## src/sv/mesh_bounding_box_and_sphere_unit_defines.svh

```systemverilog
// ----------------------------------------------------------------------------
// Mesh bounding box and sphere unit - assertion macros
// Implication checks on the rising edge, disabled while reset is low.
// ----------------------------------------------------------------------------
`ifndef MESH_BOUNDING_BOX_AND_SPHERE_UNIT_DEFINES_SVH
`define MESH_BOUNDING_BOX_AND_SPHERE_UNIT_DEFINES_SVH

`ifndef ASSERT_OFF

// same-cycle implication
`define MBBS_ASSERT_IMP(lbl, clk, rst_n, ante, cons, msg) \
  lbl: assert property (@(posedge clk) disable iff (!rst_n) (ante) |-> (cons)) \
    else $error(msg);

// next-cycle implication
`define MBBS_ASSERT_NXT(lbl, clk, rst_n, ante, cons, msg) \
  lbl: assert property (@(posedge clk) disable iff (!rst_n) (ante) |=> (cons)) \
    else $error(msg);

`else

`define MBBS_ASSERT_IMP(lbl, clk, rst_n, ante, cons, msg)
`define MBBS_ASSERT_NXT(lbl, clk, rst_n, ante, cons, msg)

`endif

`endif

```

## src/sv/mbbs_pkg.sv

```systemverilog
// ----------------------------------------------------------------------------
// mbbs_pkg
// Types, widths and codes shared by the bounding box and sphere unit.
// ----------------------------------------------------------------------------
package mbbs_pkg;

  localparam int MAX_VERTICES_DEF = 1024;

  localparam int COORD_W = 24;
  localparam int ADIFF_W = COORD_W + 1;        // |p - c| fits 25 bits
  localparam int DSQ_W   = 2 * ADIFF_W;        // squared distance
  localparam int ROOT_W  = DSQ_W / 2;          // floor square root
  localparam int VC_W    = 11;

  localparam logic [VC_W-1:0] VC_RESET = 11'd1024;

  typedef logic signed [COORD_W-1:0] coord_t;
  typedef logic        [COORD_W-1:0] extent_t;
  typedef coord_t      [2:0]         coord3_t;
  typedef extent_t     [2:0]         extent3_t;
  typedef logic        [DSQ_W-1:0]   dsq_t;
  typedef logic        [ROOT_W-1:0]  root_t;
  typedef logic        [VC_W-1:0]    vcount_t;

  // input word
  typedef struct packed {
    coord_t pos_x;
    coord_t pos_y;
    coord_t pos_z;
    logic   last_vertex;
  } in_word_t;

  // result word
  typedef struct packed {
    coord_t  center_x;
    coord_t  center_y;
    coord_t  center_z;
    extent_t extent_x;
    extent_t extent_y;
    extent_t extent_z;
    root_t   radius;
  } out_word_t;

  // sequencer states
  typedef enum logic [3:0] {
    ST_LOAD,
    ST_SETUP,
    ST_READ,
    ST_DIFF,
    ST_MUL_X,
    ST_MUL_Y,
    ST_MUL_Z,
    ST_FIN,
    ST_SQRT_GO,
    ST_SQRT_WAIT
  } state_t;

  // distance unit operations
  typedef enum logic [2:0] {
    DOP_IDLE,
    DOP_CLEAR,
    DOP_DIFF,
    DOP_MUL_X,
    DOP_MUL_Y,
    DOP_MUL_Z,
    DOP_FIN
  } dist_op_t;

  // square root handshake
  typedef struct packed {
    logic start;
  } sqrt_ctl_t;

  typedef struct packed {
    logic busy;
  } sqrt_sts_t;

endpackage

```

## src/sv/mbbs_range.sv

```systemverilog
// ----------------------------------------------------------------------------
// mbbs_range
// Per-axis running min/max; registered box center and extent.
// ----------------------------------------------------------------------------
module mbbs_range
  import mbbs_pkg::*;
(
  input  logic     clk,
  input  logic     upd_en,
  input  logic     first,
  input  coord3_t  pos,
  output coord3_t  center,
  output extent3_t extent
);

  coord3_t  lo_r;
  coord3_t  hi_r;
  coord3_t  center_r;
  extent3_t extent_r;

  // min/max tracking, first word of a mesh loads both
  always_ff @(posedge clk) begin
    for (int k = 0; k < 3; k++) begin
      if (upd_en) begin
        if (first || ($signed(pos[k]) < $signed(lo_r[k]))) begin
          lo_r[k] <= pos[k];
        end
        if (first || ($signed(pos[k]) > $signed(hi_r[k]))) begin
          hi_r[k] <= pos[k];
        end
      end
    end
  end

  // center = floor((lo + hi) / 2), extent = hi - lo
  always_ff @(posedge clk) begin
    logic [COORD_W:0] sum;
    for (int k = 0; k < 3; k++) begin
      sum = {lo_r[k][COORD_W-1], lo_r[k]} + {hi_r[k][COORD_W-1], hi_r[k]};
      center_r[k] <= sum[COORD_W:1];
      extent_r[k] <= hi_r[k] - lo_r[k];
    end
  end

  assign center = center_r;
  assign extent = extent_r;

endmodule

```

## config.mk

```make
export PLATFORM = sky130hd
export DESIGN_NAME = mbbs_range
export DESIGN_NICKNAME = d
export VERILOG_FILES = /design/src/sv/mesh_bounding_box_and_sphere_unit_defines.svh /design/src/sv/mbbs_pkg.sv /design/src/sv/mbbs_range.sv
export SDC_FILE = /design/constraint.sdc
export NUM_CORES = 1
export LEC_CHECK = 0
export ABC_AREA = 0
export BUFFER_PORTS_ARGS = -buffer_cell sky130_fd_sc_hd__buf_2
export CAP_MARGIN = 20
export CORE_ASPECT_RATIO = 0.9
export CORE_MARGIN = 5
export CORE_UTILIZATION = 35
export DETAILED_ROUTE_END_ITERATION = 16
export MAX_ROUTING_LAYER = met4
export PLACE_DENSITY = 0.62
export SYNTH_ARGS = -nofsm -noshare
export SYNTH_HDL_FRONTEND = slang
export SYNTH_SLANG_ARGS = --single-unit
export TNS_END_PERCENT = 50
```

## constraint.sdc

```tcl
create_clock -name clk -period 7.85 [get_ports clk]
set_input_delay 1.57 -clock clk [delete_from_list [all_inputs] [get_ports clk]]
set_output_delay 1.57 -clock clk [all_outputs]
set_load 0.005 [all_outputs]
```

==> impl_metrics.env <==
export IMPL_status="completed"
export IMPL_synth_seq_cells=288
export IMPL_grt_pass1_vias=13400
export IMPL_yosysSeqAreaShare=0.410
export IMPL_yosys_top_cells_area="edfxtp_1 (25%), ha_1 (20%), dfxtp_1 (16%), inv_1 (4.7%), xnor2_1 (4.6%)"
export IMPL_syn_avg_cell_area_um2=10.1
export IMPL_powerDensity_nw_per_um2=263
export IMPL_power_mw=5.39
export IMPL_synth_warnings=0
export IMPL_hpwl_um=36700
export IMPL_die_area_um2=54800
export IMPL_gp_congestion=0.945
export IMPL_grt_setup_unrepaired="false"
export IMPL_endpoint_kind="flip-flop"
export IMPL_cts_resized=0
export IMPL_die_y_um=223
export IMPL_numCtsBuffers=35
export IMPL_period_needed_ns=4.27
export IMPL_cp_start_kind="input pin"
export IMPL_grt_antenna_before_repair=5
export IMPL_leakagePower_nw=9.51
export IMPL_areaGrowthSynthToFinish_pct=16.8
export IMPL_synth_cell_types=74
export IMPL_dr_pass1_iters=6
export IMPL_cp_required_ns=7.99
export IMPL_initial_core_util=0.355
export IMPL_ctsHoldBuffers=0
export IMPL_drc=0
export IMPL_worst_clock_skew_ns=0.0165
export IMPL_first_iter_violations=743
export IMPL_routed_wl_um=46100
export IMPL_cts_reportedPaths_clkPinSlew_ns=0.06
export IMPL_vias=13300
export IMPL_finalCritPeriodShare=0.544
export IMPL_drv_cap=0
export IMPL_io_pins=219
export IMPL_worst_path_max_fanout=24
export IMPL_hp_class="reg2reg"
export IMPL_final_setup_viol_count=0
export IMPL_r2r_cells=12
export IMPL_utilization=0.415
export IMPL_antenna_left=0
export IMPL_fmax_ghz=0.234
export IMPL_wl_per_cell_um=17.3
export IMPL_cts_htree_levels=2
export IMPL_clock_latency_ns=0.53
export IMPL_hold_viol_final=0
export IMPL_portBuffers=218
export IMPL_clk_path_buf_depth=3
export IMPL_grt_pass1_wl_um=72100
export IMPL_core_area_um2=49400
export IMPL_fillCellCount=4837
export IMPL_grt_overflow=0
export IMPL_layout_drive_gt1_share=0.150
export IMPL_synth_net_count=2108
export IMPL_async_reset_ff_frac=0
export IMPL_crit_type="in2reg"
export IMPL_synth_area_um2=17600
export IMPL_clock_sinks=288
export IMPL_yosysTopAreaCell="edfxtp_1"
export IMPL_final_common_cell="ha_1"
export IMPL_fin_tns_setup_ns=0
export IMPL_max_slew_margin_rel=0.315
export IMPL_drv_slew=0
export IMPL_post_place_ws_ns=2.99
export IMPL_syn_inst=1745
export IMPL_nNetsFinal=2317
export IMPL_synth_edf_count=144
export IMPL_die_w_um=246
export IMPL_crit_arrival_ns=4.41
export IMPL_grt_max_degree=25
export IMPL_vdd_drop_max_mv=0.210
export IMPL_holdPathStages=2
export IMPL_cts_setup_buffers=0
export IMPL_cts_tree="done"
export IMPL_rows=77
export IMPL_synth_top_cell_area_share=0.246
export IMPL_viasPerCell=4.98
export IMPL_ys_flop_type="edfxtp_1"
export IMPL_fin_ws_ns=3.58
export IMPL_root_buffer="clkbuf_16"
export IMPL_final_cell_mix="ha_1 (282), inv_1 (219), buf_2 (218), a21oi_1 (147)"
export IMPL_grt_usage=0.168
export IMPL_worst_pin_slew_ns=1.03
metrics by stage:
stage / hold WS (ns) / cells / cell area, µm²
6_report: 0.595 / 2659 / 20500
5_1_grt: 0.628 / 2655 / 20500
2_1_floorplan: 0.549 / 1745 / 17600
3_5_place_dp: 0.591 / 2587 / 19300
4_1_cts: 0.597 / 2650 / 20500
3_3_place_gp: 0.586 / 2587 / 19300
layout make-up:
class | instances | area (µm²) | area share
multi-input combinational | 1187 | 9270 | 0.452
antenna | 8 | 20.0 | 0.000976
sequential | 288 | 7210 | 0.351
inverter | 220 | 826 | 0.0403
timing repair buffer | 222 | 1140 | 0.0556
tap | 671 | 840 | 0.0409
clock buffer | 45 | 1030 | 0.0502
clock inverter | 18 | 176 | 0.00860
cells in the mapped netlist, drive strengths merged (5+ instances only):
library cell / number
ha: 282
inv: 219
a21oi: 147
dfxtp: 144
edfxtp: 144
nor2: 111
xnor2: 93
o21ai: 69
a21o: 64
nand2: 49
clkbuf: 40
nor3: 36
o21bai: 30
nand4: 29
xor2: 26
nor2b: 24
nand2b: 23
nand3: 23
a31oi: 15
nor4: 14
o21a: 14
o31ai: 13
a211oi: 12
a2111oi: 10
buf: 9
o211ai: 9
o31a: 8
a311oi: 6
fa: 6
a21boi: 5
a41oi: 5
and2: 5
o2111ai: 5
o211a: 5
final timing paths:
path                 start    endpoint  slack (ns)
hold reg to reg   lo_r[48]  extent[48]        0.59
hold / removal    lo_r[48]  extent[48]        0.59
setup reg to reg   lo_r[0]  center[21]        4.13
setup / recovery   pos[33]    hi_r[43]        3.58
worst max-delay path, cell delays in order:
cell and delay, ns:
buf_2 0.13, ha_1 0.31, a21o_1 0.18, a21o_1 0.17
a21oi_1 0.17, nor2_1 0.06, a211oi_1 0.25, nor3_1 0.07
a2111oi_0 0.42, mux2_2 0.24, o211a_1 0.83
state kept, by name, summed over array words and instances (netlist names):
signal	count
center	72
extent	72
hi_r	72
lo_r	72
layer usage:
| layer | share of wire | vias up | global-route usage |
|---|---|---|---|
| met1 | 0.46 | 6255 | 0.216 |
| met4 | 0.028 | 0 | 0.0565 |
| li1 | - | 6615 | - |
| met5 | 0 | - | - |
| met3 | 0.049 | 83 | 0.0256 |
| met2 | 0.46 | 297 | 0.272 |
report_power, final:
| part | internal [mW] | leakage [nW] | switching [mW] |
|---|---|---|---|
| registers | 1.95 | 2.60 | 0.145 |
| logic | 0.692 | 6.32 | 0.929 |
| clock network | 1.03 | 0.593 | 0.649 |
| total | 3.67 | 9.51 | 1.72 |
kinds of logic (layout without fill, tap and decap cells):
group | Yosys count | after routing | share of synthesized area
DFF | 288 | 288 | 0.410
adders and majority gates | 288 | 288 | 0.208
xor gates and xnor gates | 119 | 119 | 0.0593
muxes | 3 | 3 | 0.00185
other | 0 | 8 | 0
AOI/OAI and AO/OA | 438 | 438 | 0.162
buffers and inverters | 270 | 505 | 0.0628
and+or+nand+nor | 339 | 339 | 0.0959
Note: power is estimated with default switching activity, not from simulation.
