File: config.mk
export PLATFORM = sky130hd
export DESIGN_NAME = mbbs_isqrt
export DESIGN_NICKNAME = d
export VERILOG_FILES = /design/src/sv/mesh_bounding_box_and_sphere_unit_defines.svh /design/src/sv/mbbs_pkg.sv /design/src/sv/mbbs_isqrt.sv
export SDC_FILE = /design/constraint.sdc
export NUM_CORES = 1
export LEC_CHECK = 0
export BUFFER_PORTS_ARGS = -buffer_cell sky130_fd_sc_hd__buf_2
export CORE_ASPECT_RATIO = 1.2
export CORE_MARGIN = 2
export CORE_UTILIZATION = 30
export DETAILED_ROUTE_END_ITERATION = 7
export PLACE_DENSITY = 0.54
export SETUP_SLACK_MARGIN = 0.3
export SLEW_MARGIN = 40
export SYNTH_ARGS = -nofsm -noshare
export SYNTH_HDL_FRONTEND = slang
export SYNTH_SLANG_ARGS = --single-unit
File: constraint.sdc
create_clock -name clk -period 5.3 [get_ports clk]
set_clock_uncertainty 0.2 [all_clocks]
set_input_delay 0.265 -clock clk [delete_from_list [all_inputs] [get_ports clk]]
set_output_delay 0.265 -clock clk [all_outputs]
set_load 0.005 [all_outputs]
File: src/sv/mesh_bounding_box_and_sphere_unit_defines.svh
// ----------------------------------------------------------------------------
// Mesh bounding box and sphere unit - assertion macros
// Implication checks on the rising edge, disabled while reset is low.
// ----------------------------------------------------------------------------
`ifndef MESH_BOUNDING_BOX_AND_SPHERE_UNIT_DEFINES_SVH
`define MESH_BOUNDING_BOX_AND_SPHERE_UNIT_DEFINES_SVH

`ifndef ASSERT_OFF

// same-cycle implication
`define MBBS_ASSERT_IMP(lbl, clk, rst_n, ante, cons, msg) \
  lbl: assert property (@(posedge clk) disable iff (!rst_n) (ante) |-> (cons)) \
    else $error(msg);

// next-cycle implication
`define MBBS_ASSERT_NXT(lbl, clk, rst_n, ante, cons, msg) \
  lbl: assert property (@(posedge clk) disable iff (!rst_n) (ante) |=> (cons)) \
    else $error(msg);

`else

`define MBBS_ASSERT_IMP(lbl, clk, rst_n, ante, cons, msg)
`define MBBS_ASSERT_NXT(lbl, clk, rst_n, ante, cons, msg)

`endif

`endif

File: src/sv/mbbs_pkg.sv
// ----------------------------------------------------------------------------
// mbbs_pkg
// Types, widths and codes shared by the bounding box and sphere unit.
// ----------------------------------------------------------------------------
package mbbs_pkg;

  localparam int MAX_VERTICES_DEF = 1024;

  localparam int COORD_W = 24;
  localparam int ADIFF_W = COORD_W + 1;        // |p - c| fits 25 bits
  localparam int DSQ_W   = 2 * ADIFF_W;        // squared distance
  localparam int ROOT_W  = DSQ_W / 2;          // floor square root
  localparam int VC_W    = 11;

  localparam logic [VC_W-1:0] VC_RESET = 11'd1024;

  typedef logic signed [COORD_W-1:0] coord_t;
  typedef logic        [COORD_W-1:0] extent_t;
  typedef coord_t      [2:0]         coord3_t;
  typedef extent_t     [2:0]         extent3_t;
  typedef logic        [DSQ_W-1:0]   dsq_t;
  typedef logic        [ROOT_W-1:0]  root_t;
  typedef logic        [VC_W-1:0]    vcount_t;

  // input word
  typedef struct packed {
    coord_t pos_x;
    coord_t pos_y;
    coord_t pos_z;
    logic   last_vertex;
  } in_word_t;

  // result word
  typedef struct packed {
    coord_t  center_x;
    coord_t  center_y;
    coord_t  center_z;
    extent_t extent_x;
    extent_t extent_y;
    extent_t extent_z;
    root_t   radius;
  } out_word_t;

  // sequencer states
  typedef enum logic [3:0] {
    ST_LOAD,
    ST_SETUP,
    ST_READ,
    ST_DIFF,
    ST_MUL_X,
    ST_MUL_Y,
    ST_MUL_Z,
    ST_FIN,
    ST_SQRT_GO,
    ST_SQRT_WAIT
  } state_t;

  // distance unit operations
  typedef enum logic [2:0] {
    DOP_IDLE,
    DOP_CLEAR,
    DOP_DIFF,
    DOP_MUL_X,
    DOP_MUL_Y,
    DOP_MUL_Z,
    DOP_FIN
  } dist_op_t;

  // square root handshake
  typedef struct packed {
    logic start;
  } sqrt_ctl_t;

  typedef struct packed {
    logic busy;
  } sqrt_sts_t;

endpackage

File: src/sv/mbbs_isqrt.sv
// ----------------------------------------------------------------------------
// mbbs_isqrt
// Restoring integer square root, one result bit per cycle.
// ----------------------------------------------------------------------------
module mbbs_isqrt
  import mbbs_pkg::*;
(
  input  logic      clk,
  input  logic      rst_n,
  input  sqrt_ctl_t ctl,
  input  dsq_t      value,
  output sqrt_sts_t sts,
  output root_t     root
);

  localparam int REM_W = ROOT_W + 3;
  localparam int CNT_W = $clog2(ROOT_W + 1);

  dsq_t             val_r;
  logic [REM_W-1:0] rem_r;
  root_t            root_r;
  logic [CNT_W-1:0] cnt_r;
  logic             busy_r;

  logic [REM_W-1:0] rem_sh;
  logic [REM_W-1:0] trial;
  logic             fits;

  // one digit step
  assign rem_sh = {rem_r[REM_W-3:0], val_r[DSQ_W-1 -: 2]};
  assign trial  = {1'b0, root_r, 2'b01};
  assign fits   = (rem_sh >= trial);

  // control
  always_ff @(posedge clk) begin
    if (!rst_n) begin
      busy_r <= 1'b0;
      cnt_r  <= '0;
    end else if (ctl.start) begin
      busy_r <= 1'b1;
      cnt_r  <= CNT_W'(ROOT_W);
    end else if (busy_r) begin
      cnt_r <= cnt_r - 1'b1;
      if (cnt_r == CNT_W'(1)) begin
        busy_r <= 1'b0;
      end
    end
  end

  // datapath
  always_ff @(posedge clk) begin
    if (ctl.start) begin
      val_r  <= value;
      rem_r  <= '0;
      root_r <= '0;
    end else if (busy_r) begin
      val_r  <= {val_r[DSQ_W-3:0], 2'b00};
      rem_r  <= fits ? (rem_sh - trial) : rem_sh;
      root_r <= {root_r[ROOT_W-2:0], fits};
    end
  end

  assign sts.busy = busy_r;
  assign root     = root_r;

endmodule
==> results by group <==
Worst setup path
  – CP Capture Type: register
  – CP max FO: 21
  – Stages on worst setup path: 11
  – CP top delay family: compound AO/OA/AOI/OAI gates
  – Critical Path AT: 3.52 ns
  – Worst-case reg-to-reg path depth: 11
  – CP required: 5.33 ns
  – Crit Path Class: reg -> reg
  – Worst setup startpoint: root[19]
  – Launching element type of the critical path: register
  – Slowest Stage Delay on Critical Path: 0.55 ns
  – R2R Path End: rem_r[23]
  – CP most frequent cell: o21ai_0
  – CP Capture Point: rem_r[23]
  – R2R Setup Slk: 1.81 ns
  – CP max-delay cell: a21oi_4
  – CP Buf/Inv Count: 2
  – Crit-path cells: inv_1, ha_1, a21oi_1, o21ai_0, a2111oi_2, nor2b_1, o2111a_1, a21oi_4, buf_16, nand2b_1, o21ai_0
  – R2R Path Start: root[19]

Synthesis
  – Synth Register Bits: 107
  – Post-synth EDFFs: 50
  – Ys flop type: dfxtp_1
  – Synthesized area: 5800 µm²
  – Mapped Cells: 546
  – Compound-gate portion of the synthesized area: 0.145
  – Mux cell area share after synthesis: 0.155
  – Synth Warn #: 0
  – Adder-cell share of the synthesized area: 0.0626
  – XOR/XNOR Fraction of Synth Area: 0.0362
  – Net Count, Synth: 628
  – Yosys cell types: 59
  – Seq/Total Area, Yosys: 0.456
  – Largest family of logic cells by synthesized area: multiplexers
  – Synthesized area per cell: 10.6 µm²
  – Synth async-reset ratio: 0
  – Synth Area in Simple Gates: 0.102

Cells and area
  – Nets: 709
  – Design area: 6870 µm²
  – Post-Layout Cell Count: 888
  – Syn-to-layout area delta: 18.5%
  – Ratio of cells with drive above 1 in the final layout: 0.246
  – Layout fillers: 1904
  – Multi-input logic area: 2910 µm²
  – Commonest non-fill, non-tap cells in the layout: buf_2, nor2_1, dfxtp_1
  – Register area: 2640 µm²
  – Most common cell after layout, fill and taps aside: buf_2

Pwr
  – Seq pwr share: 0.314
  – Switching part of the total power: 0.374
  – Power share of the clock group: 0.207
  – Sw Pwr: 1230 µW
  – Pleak: 0.00272 µW
  – Peak supply drop: 280 µV
  – Combinational share of power: 0.479
  – Pwr per Cell Area: 481 nW/µm²
  – Internal power: 2070 µW

Routing
  – TritonRoute pass-1 iters: 4
  – Vias per inst: 4.87
  – Drt drc: 0
  – 1st-iter DRT viols: 188
  – Vias after detailed routing: 4324
  – Post-Route WL: 12600 µm
  – Routed len/inst: 14.2 µm
  – Antenna Violating Nets Remaining: 0

GRT
  – Grt ovf: 0
  – Initial antenna violation count: 1
  – GR Util met1: 0.159
  – Tot GR Track Use: 0.131
  – Met3 GRT Util: 0.0345
  – Number of global-route vias before repair: 4482
  – Global Route met2 Usage: 0.217
  – First-pass GRT wire length: 21500 µm
  – Largest net degree at the start of global routing: 71
  – Busiest grt layer: met2

Timing
  – Final hold violation count: 0
  – Min Tclk post-route: 3.49 ns
  – Endpoints failing setup: 0
  – Max-Slew Margin vs Limit: 0.458
  – Final worst path period share: 0.658
  – Fin Setup TNS: 0 ns
  – Max frequency: 287 MHz
  – Least-Margin Pin Slew: 0.811 ns
  – RSZ-0062 raised after global routing: false
  – Max-slew violation count: 0

Clocking
  – CTS buffer count: 9
  – Clock Latency Late Sink: 0.35 ns
  – Root Buffer: clkbuf_16
  – Clock net sink count: 107
  – CTS clock-pin slew for the worst setup and hold paths: 0.07 ns
  – CTS tree: done
  – Max Root-Sink Buffers: 2
  – H-tree Lvls: 3

Worst hold path
  – Min-Delay Path Class: in -> reg

Die
  – Die ar.: 20500 µm²
  – Row cnt: 55
  – Die Width: 131 µm
  – Io pins: 79
  – Initial core utilization: 0.306
  – CORE AREA: 18900 µm²
  – Die height: 156 µm

Placement
  – Dpl cells: 860
  – # port buffers: 78
  – Hpwl dp: 8800 µm
  – Routability Congestion: 0.911
  – Dpl cell area: 6450 µm²

Run status
  – Status: finished clean

Flow run
  – Maxcap violations: 0
-- sequential cells by signal (all words and copies together) (netlist names) --
signal and cells:
root 25, rem_r 26, cnt_r 5, sts 1
val_r 50
-- power by group through the flow --
stage               Sequential [µW]  Clock, µW  Combinational [µW]
floorplan                      1030          0                1270
global placement               1050          0                1460
detailed placement             1060          0                1560
CTS                            1040        706                1580
global route                   1050        733                1760
finish                         1040        684                1580
-- cell type report --
type / count / share of cell area
clock inverter: 5 / 0.00910
clock buffer: 10 / 0.0333
timing repair buffer: 94 / 0.0830
antenna: 1 / 0.000364
multi-input combinational: 380 / 0.423
inverter: 35 / 0.0195
tap: 256 / 0.0466
sequential: 107 / 0.385
-- how the worst min path moves through the flow --
stage	slack, ns	endpoint	cells past startpoint	start
floorplan	0.18	cnt_r[0]	1	rst_n
global placement	0.26	rem_r[24]	2	rem_r[24]
detailed placement	0.26	rem_r[24]	2	rem_r[24]
CTS	0.00007	val_r[20]	2	value[20]
global route	0.007	val_r[12]	2	value[12]
finish	0.01	val_r[11]	2	value[11]
-- metrics by stage --
| step | hold slack (ns) | power, µW | utilization | setup WS (ns) |
|---|---|---|---|---|
| after floorplan | 0.183 | 2300 | - | 2.43 |
| final | 0.0106 | 3300 | 0.363 | 1.81 |
| after detailed placement | 0.262 | 2620 | 0.341 | 1.79 |
| after global routing | 0.00657 | 3540 | 0.363 | 1.50 |
| after global placement | 0.263 | 2520 | 0.339 | 1.73 |
| after CTS | 0.0000686 | 3320 | 0.362 | 1.79 |
-- what timing repair did --
| action | CTS | global route |
|---|---|---|
| gates resized for setup | 0 | 0 |
| endpoints found under the hold margin | 14 | 0 |
| buffers inserted | 0 | 0 |
| hold buffers | 12 | 0 |
-- cell families after synthesis --
logic type | after synthesis
buffers and inverters | 59
XOR/XNOR | 24
AO/OA/AOI/OAI | 118
flip-flops | 107
adder cells (fa/ha/maj) | 29
multiplexers | 84
AND/OR/NAND/NOR | 125
-- synth_stat cells, types with 7 or more instances --
| master | n | area [µm²] |
|---|---|---|
| nor2_1 | 59 | 221 |
| dfxtp_1 | 57 | 1140 |
| edfxtp_1 | 50 | 1500 |
| mux2_2 | 48 | 541 |
| mux2i_1 | 36 | 360 |
| inv_1 | 35 | 131 |
| ha_1 | 29 | 363 |
| a211oi_1 | 21 | 158 |
| a21oi_1 | 21 | 105 |
| nand2_1 | 21 | 78.8 |
| o21ai_0 | 20 | 100 |
| clkbuf_1 | 16 | 60.1 |
| xor2_1 | 15 | 131 |
| nor2b_1 | 9 | 56.3 |
| xnor2_1 | 9 | 78.8 |
| a32oi_1 | 8 | 70.1 |
| nand2b_1 | 7 | 43.8 |
-- metal layers --
metal | wire [µm] | share of wire
met5 | 0 | 0
met3 | 659 | 0.052
met1 | 5740 | 0.46
met4 | 266 | 0.021
met2 | 5920 | 0.47
No activity file was read; power rests on OpenSTA's default activity.
