==> src/sv/mesh_bounding_box_and_sphere_unit_defines.svh <==
// ----------------------------------------------------------------------------
// Mesh bounding box and sphere unit - assertion macros
// Implication checks on the rising edge, disabled while reset is low.
// ----------------------------------------------------------------------------
`ifndef MESH_BOUNDING_BOX_AND_SPHERE_UNIT_DEFINES_SVH
`define MESH_BOUNDING_BOX_AND_SPHERE_UNIT_DEFINES_SVH

`ifndef ASSERT_OFF

// same-cycle implication
`define MBBS_ASSERT_IMP(lbl, clk, rst_n, ante, cons, msg) \
  lbl: assert property (@(posedge clk) disable iff (!rst_n) (ante) |-> (cons)) \
    else $error(msg);

// next-cycle implication
`define MBBS_ASSERT_NXT(lbl, clk, rst_n, ante, cons, msg) \
  lbl: assert property (@(posedge clk) disable iff (!rst_n) (ante) |=> (cons)) \
    else $error(msg);

`else

`define MBBS_ASSERT_IMP(lbl, clk, rst_n, ante, cons, msg)
`define MBBS_ASSERT_NXT(lbl, clk, rst_n, ante, cons, msg)

`endif

`endif

==> src/sv/mbbs_pkg.sv <==
// ----------------------------------------------------------------------------
// mbbs_pkg
// Types, widths and codes shared by the bounding box and sphere unit.
// ----------------------------------------------------------------------------
package mbbs_pkg;

  localparam int MAX_VERTICES_DEF = 1024;

  localparam int COORD_W = 24;
  localparam int ADIFF_W = COORD_W + 1;        // |p - c| fits 25 bits
  localparam int DSQ_W   = 2 * ADIFF_W;        // squared distance
  localparam int ROOT_W  = DSQ_W / 2;          // floor square root
  localparam int VC_W    = 11;

  localparam logic [VC_W-1:0] VC_RESET = 11'd1024;

  typedef logic signed [COORD_W-1:0] coord_t;
  typedef logic        [COORD_W-1:0] extent_t;
  typedef coord_t      [2:0]         coord3_t;
  typedef extent_t     [2:0]         extent3_t;
  typedef logic        [DSQ_W-1:0]   dsq_t;
  typedef logic        [ROOT_W-1:0]  root_t;
  typedef logic        [VC_W-1:0]    vcount_t;

  // input word
  typedef struct packed {
    coord_t pos_x;
    coord_t pos_y;
    coord_t pos_z;
    logic   last_vertex;
  } in_word_t;

  // result word
  typedef struct packed {
    coord_t  center_x;
    coord_t  center_y;
    coord_t  center_z;
    extent_t extent_x;
    extent_t extent_y;
    extent_t extent_z;
    root_t   radius;
  } out_word_t;

  // sequencer states
  typedef enum logic [3:0] {
    ST_LOAD,
    ST_SETUP,
    ST_READ,
    ST_DIFF,
    ST_MUL_X,
    ST_MUL_Y,
    ST_MUL_Z,
    ST_FIN,
    ST_SQRT_GO,
    ST_SQRT_WAIT
  } state_t;

  // distance unit operations
  typedef enum logic [2:0] {
    DOP_IDLE,
    DOP_CLEAR,
    DOP_DIFF,
    DOP_MUL_X,
    DOP_MUL_Y,
    DOP_MUL_Z,
    DOP_FIN
  } dist_op_t;

  // square root handshake
  typedef struct packed {
    logic start;
  } sqrt_ctl_t;

  typedef struct packed {
    logic busy;
  } sqrt_sts_t;

endpackage

==> src/sv/mbbs_dist.sv <==
// ----------------------------------------------------------------------------
// mbbs_dist
// Squared center distance with one shared multiplier, stepped per axis,
// and the running maximum over the vertices of the pass.
// ----------------------------------------------------------------------------
module mbbs_dist
  import mbbs_pkg::*;
(
  input  logic     clk,
  input  logic     rst_n,
  input  dist_op_t op,
  input  coord3_t  sample,
  input  coord3_t  center,
  output dsq_t     best
);

  logic [ADIFF_W-1:0] ad_r [3];
  logic [ADIFF_W-1:0] mul_a;
  dsq_t               prod;
  dsq_t               p_r;
  dsq_t               acc_r;
  dsq_t               best_r;
  dsq_t               sum;

  // operand select for the shared multiplier
  always_comb begin
    unique case (op)
      DOP_MUL_Y: mul_a = ad_r[1];
      DOP_MUL_Z: mul_a = ad_r[2];
      default:   mul_a = ad_r[0];
    endcase
  end

  assign prod = mul_a * mul_a;
  assign sum  = acc_r + p_r;

  // absolute differences per axis
  always_ff @(posedge clk) begin
    logic signed [ADIFF_W-1:0] d;
    if (op == DOP_DIFF) begin
      for (int k = 0; k < 3; k++) begin
        d = ADIFF_W'(sample[k]) - ADIFF_W'(center[k]);
        ad_r[k] <= d[ADIFF_W-1] ? ADIFF_W'(-d) : ADIFF_W'(d);
      end
    end
  end

  // product and accumulator
  always_ff @(posedge clk) begin
    unique case (op)
      DOP_MUL_X: begin
        p_r <= prod;
      end
      DOP_MUL_Y: begin
        acc_r <= p_r;
        p_r   <= prod;
      end
      DOP_MUL_Z: begin
        acc_r <= sum;
        p_r   <= prod;
      end
      default: begin
      end
    endcase
  end

  // largest squared distance
  always_ff @(posedge clk) begin
    if (!rst_n) begin
      best_r <= '0;
    end else if (op == DOP_CLEAR) begin
      best_r <= '0;
    end else if ((op == DOP_FIN) && (sum > best_r)) begin
      best_r <= sum;
    end
  end

  assign best = best_r;

endmodule

==> config.mk <==
export PLATFORM = sky130hd
export DESIGN_NAME = mbbs_dist
export DESIGN_NICKNAME = d
export VERILOG_FILES = /design/src/sv/mesh_bounding_box_and_sphere_unit_defines.svh /design/src/sv/mbbs_pkg.sv /design/src/sv/mbbs_dist.sv
export SDC_FILE = /design/constraint.sdc
export NUM_CORES = 2
export LEC_CHECK = 0
export BUFFER_PORTS_ARGS = -buffer_cell sky130_fd_sc_hd__buf_2
export CORE_MARGIN = 5
export CORE_UTILIZATION = 35
export CTS_CLUSTER_SIZE = 28
export DETAILED_ROUTE_END_ITERATION = 8
export GPL_TIMING_DRIVEN = 0
export SLEW_MARGIN = 0
export SYNTH_ARGS = -nofsm -noshare
export SYNTH_HDL_FRONTEND = slang
export SYNTH_SLANG_ARGS = --single-unit
==> constraint.sdc <==
create_clock -name clk -period 21.3 [get_ports clk]
set_input_delay 4.26 -clock clk [delete_from_list [all_inputs] [get_ports clk]]
set_output_delay 4.26 -clock clk [all_outputs]
set_load 0.01 [all_outputs]
==> reports/qor.log <==
qor: grt.grt.busiest_layer met2
qor: clock_network.clkLatencyLatePin 0.57 ns
qor: setup_path.critPathMaxFanout 10
qor: cells_and_area.insertedDiodeCount 0
qor: setup_path.cell_mode_on_critical_path sky130_fd_sc_hd__fa_1
qor: setup_path.crit-reg2reg-launch ad_r[0][56]
qor: clock_network.tritoncts done
qor: synth.netlist_instances 3,787
qor: grt.met1_usage 23.8%
qor: synth.cell_area_after_technology_mapping 34,400 sq um
qor: min_path.min_path_cells 2
qor: synth.yosysTopAreaCellShare 27.3%
qor: synth.synth.ff_latch_count 224
qor: clock_network.clock_sink_count 224
qor: sta.finalCriticalPeriod 14.29 ns
qor: floorplanning.rows 115
qor: synth.synth_async_sr_flop_share 0%
qor: grt.use_met3 3.30%
qor: routing.drt_first_iter_violations 1,712
qor: cells_and_area.drive_above_1_share 8.00%
qor: floorplanning.starting_utilization_of_the_core_area 35.2%
qor: clock_network.ctsRootBufferMaster sky130_fd_sc_hd__clkbuf_16
qor: grt.global_route.overflow_total 0
qor: routing.average_wire_per_standard_cell 17.5 um
qor: synth.top_cells_by_area_synth sky130_fd_sc_hd__fa_1 27%, sky130_fd_sc_hd__edfxtp_1 15%, sky130_fd_sc_hd__ha_1 13%
qor: floorplanning.die-area 105,000 sq um
qor: sta.setup_tns 0 ns
qor: setup_path.worstSetupStartpointType input port
qor: setup_path.timing.reg2reg.worst_path_depth 27
qor: synth.synth_enable_flop_cells 174
qor: placed_design.dpl.hpwl 78,300 um
qor: synth.yosys_most_used_dff sky130_fd_sc_hd__edfxtp_1
qor: floorplanning.design.portCount 199
qor: routing.drt-pass1-iter-count 5
qor: min_path.min-delay-path-class reg2reg
qor: min_path.hold_start best[33]
qor: setup_path.crit_path_end_kind flop
qor: sta.fmaxAchievable 0.0700 GHz
qor: sta.grt_setup_unrepaired no
qor: min_path.hold_path_end best[33]
qor: synth.synth_most_common_cell sky130_fd_sc_hd__inv_1
qor: sta.finalClockSkew 0.0221 ns
qor: sta.final_hold_viol_count 0
qor: sta.final_min_period_over_clock_period 67.1%
qor: setup_path.setup.reg_to_reg.worst_slack 11.88 ns
qor: synth.count_of_synthesis_stage_warnings_from_yosys 0
qor: grt.grtUsageMet2 30.3%
qor: routing.final_antenna_net_count 0
qor: clock_network.htreeDepth 1
qor: setup_path.critical_path.reg2reg.endpoint p_r[43]
qor: setup_path.worst_path_slowest_cell sky130_fd_sc_hd__o21ai_1
qor: floorplanning.core_region_area 98,000 sq um
qor: grt.antenna_found_initial 3
qor: cells_and_area.fin_nets 4,994
qor: cells_and_area.flow.area_growth_from_synthesis 10.6%
qor: clock_network.ctsLongestPathBuffers 3
qor: clock_network.clkTransAtPathRegs 0.06 ns
qor: setup_path.required 21.61 ns
qor: clock_network.cts.repair.resized 0
qor: clock_network.hold_buffers 0
qor: setup_path.worst_path_largest_cell_delay 1.12 ns
qor: sta.report.final.setup_viol 0
qor: placed_design.io_buffer_count 197
qor: routing.routed-via-count 26,300
qor: sta.timing_max_transition_violations_final 0
qor: placed_design.gp_congestion 0.943
qor: synth.syn_area_per_cell 9.10 sq um
qor: floorplanning.die_x 324 um
qor: clock_network.cts_setup_buffers 0
qor: synth.synthesis.nets 4,760
qor: synth.synth_top_area_cell sky130_fd_sc_hd__fa_1
qor: sta.relSlewSlack 4.19%
qor: grt.grt_use_total 17.7%
qor: synth.yosysSeqAreaShare 18.1%
qor: grt.grt_pass1_vias 27,100
qor: routing.drt_wl_total 93,000 um
qor: synth.synthTopCellsByCount 802 x sky130_fd_sc_hd__inv_1, 469 x sky130_fd_sc_hd__fa_1, 355 x sky130_fd_sc_hd__ha_1
qor: setup_path.critPathKind in2reg
qor: run_status.run_status finished, final reports clean
qor: synth.synthDistinctLibCells 73
qor: sta.timing_worst_slew_pin_value 1.43 ns
qor: clock_network.cts-buffers-inserted 26
qor: job.timing.max_cap.violations 0
qor: routing.via_per_inst 4.94
qor: floorplanning.die_ht 324 um
qor: grt.maximum_number_of_pins_on_one_net_before_global_route_repair 30
qor: setup_path.cp.arrival 14.60 ns
qor: routing.total_drc_errors_in_the_routed_layout 0
qor: grt.grt_pass1_wl 148,000 um
-- worst max path at each step --
stage	from	end	cells past startpoint
2_1_floorplan	op[0]	p_r[43]	31
3_3_place_gp	op[0]	p_r[43]	30
3_5_place_dp	op[0]	p_r[43]	29
4_1_cts	op[0]	p_r[43]	29
5_1_grt	op[0]	p_r[43]	29
6_report	op[0]	p_r[38]	30
-- layout make-up --
type                            count  area [sq um]
Buffer                            101           380
Clock buffer                       30           666
Clock inverter                     15           250
Fill cell                        9872         59900
Inverter                          808          3030
Multi-Input combinational cell   2654         24800
Sequential cell                   224          6230
Tap cell                         1287          1610
Timing Repair Buffer              206          1100
-- through the flow --
stage	utilization [%]	setup WS, ns	cell area (sq um)	std cells	hold slack (ns)
finish	38.9	7.01	38100	5325	0.493
global route	38.9	6.47	38100	5325	0.512
CTS	38.9	7.11	38100	5325	0.493
detailed placement	37.9	6.51	37200	5280	0.484
global placement	37.8	6.66	37000	5271	0.478
floorplan	-	8.99	34400	3787	0.511
-- kinds of logic (layout without fill, tap and decap cells) --
group,count (synthesis),after routing,synth area share (%)
AOI/OAI and AO/OA,646,646,11.9
buffers and inverters,909,1160,9.91
xor gates and xnor gates,226,226,5.75
adders and majority gates,824,824,40.2
and+or+nand+nor,856,856,11.1
DFF,224,224,18.1
muxes,102,102,3.13
-- per-layer routing --
metal	wire length, um	vias to the layer above
li1	-	12700
met1	40800	12700
met2	43200	779
met3	6690	142
met4	2260	4
met5	20	-
-- sequential cells by signal (all words and copies together), names as in the netlist --
signal and flops:
acc_r 50, ad_r 75, best 50, p_r 49
-- critical path: cells and delay by family --
kind,cells,cell delay [ns]
fa+ha+maj,8,3.64
compound gates,8,2.70
buf+inv,7,2.47
simple gates,5,1.16
mux,1,0.19
xor+xnor,1,0.15
-- cells in the final DEF (no fill, tap or decap), types with 7 or more instances in the layout --
cell and count:
sky130_fd_sc_hd__nand2_1 317, sky130_fd_sc_hd__mux2i_1 56, sky130_fd_sc_hd__buf_6 7, sky130_fd_sc_hd__mux2_2 46, sky130_fd_sc_hd__nor3_1 43, sky130_fd_sc_hd__inv_1 801
sky130_fd_sc_hd__dfxtp_1 50, sky130_fd_sc_hd__a21o_1 101, sky130_fd_sc_hd__o21a_1 40, sky130_fd_sc_hd__a31oi_1 23, sky130_fd_sc_hd__clkbuf_1 94, sky130_fd_sc_hd__o21ai_1 9
sky130_fd_sc_hd__o21ai_0 126, sky130_fd_sc_hd__clkbuf_16 26, sky130_fd_sc_hd__nand2b_1 25, sky130_fd_sc_hd__o21bai_1 22, sky130_fd_sc_hd__a22o_1 13, sky130_fd_sc_hd__buf_1 10
sky130_fd_sc_hd__o31a_1 9, sky130_fd_sc_hd__xor2_1 68, sky130_fd_sc_hd__a21oi_1 204, sky130_fd_sc_hd__and2_1 10, sky130_fd_sc_hd__o31ai_1 12, sky130_fd_sc_hd__nor2b_1 29
sky130_fd_sc_hd__o211ai_1 13, sky130_fd_sc_hd__nor2_1 285, sky130_fd_sc_hd__fa_1 469, sky130_fd_sc_hd__a211o_1 9, sky130_fd_sc_hd__nand4_1 29, sky130_fd_sc_hd__and3_1 14
sky130_fd_sc_hd__a211oi_1 14, sky130_fd_sc_hd__and4_1 7, sky130_fd_sc_hd__a31o_2 7, sky130_fd_sc_hd__or2_2 10, sky130_fd_sc_hd__ha_1 355, sky130_fd_sc_hd__xnor2_1 158
sky130_fd_sc_hd__edfxtp_1 174, sky130_fd_sc_hd__buf_2 198, sky130_fd_sc_hd__nand3_1 47
Power is not shown: default switching activity piles up to over one toggle a cycle in this logic, so the estimate is an artifact.
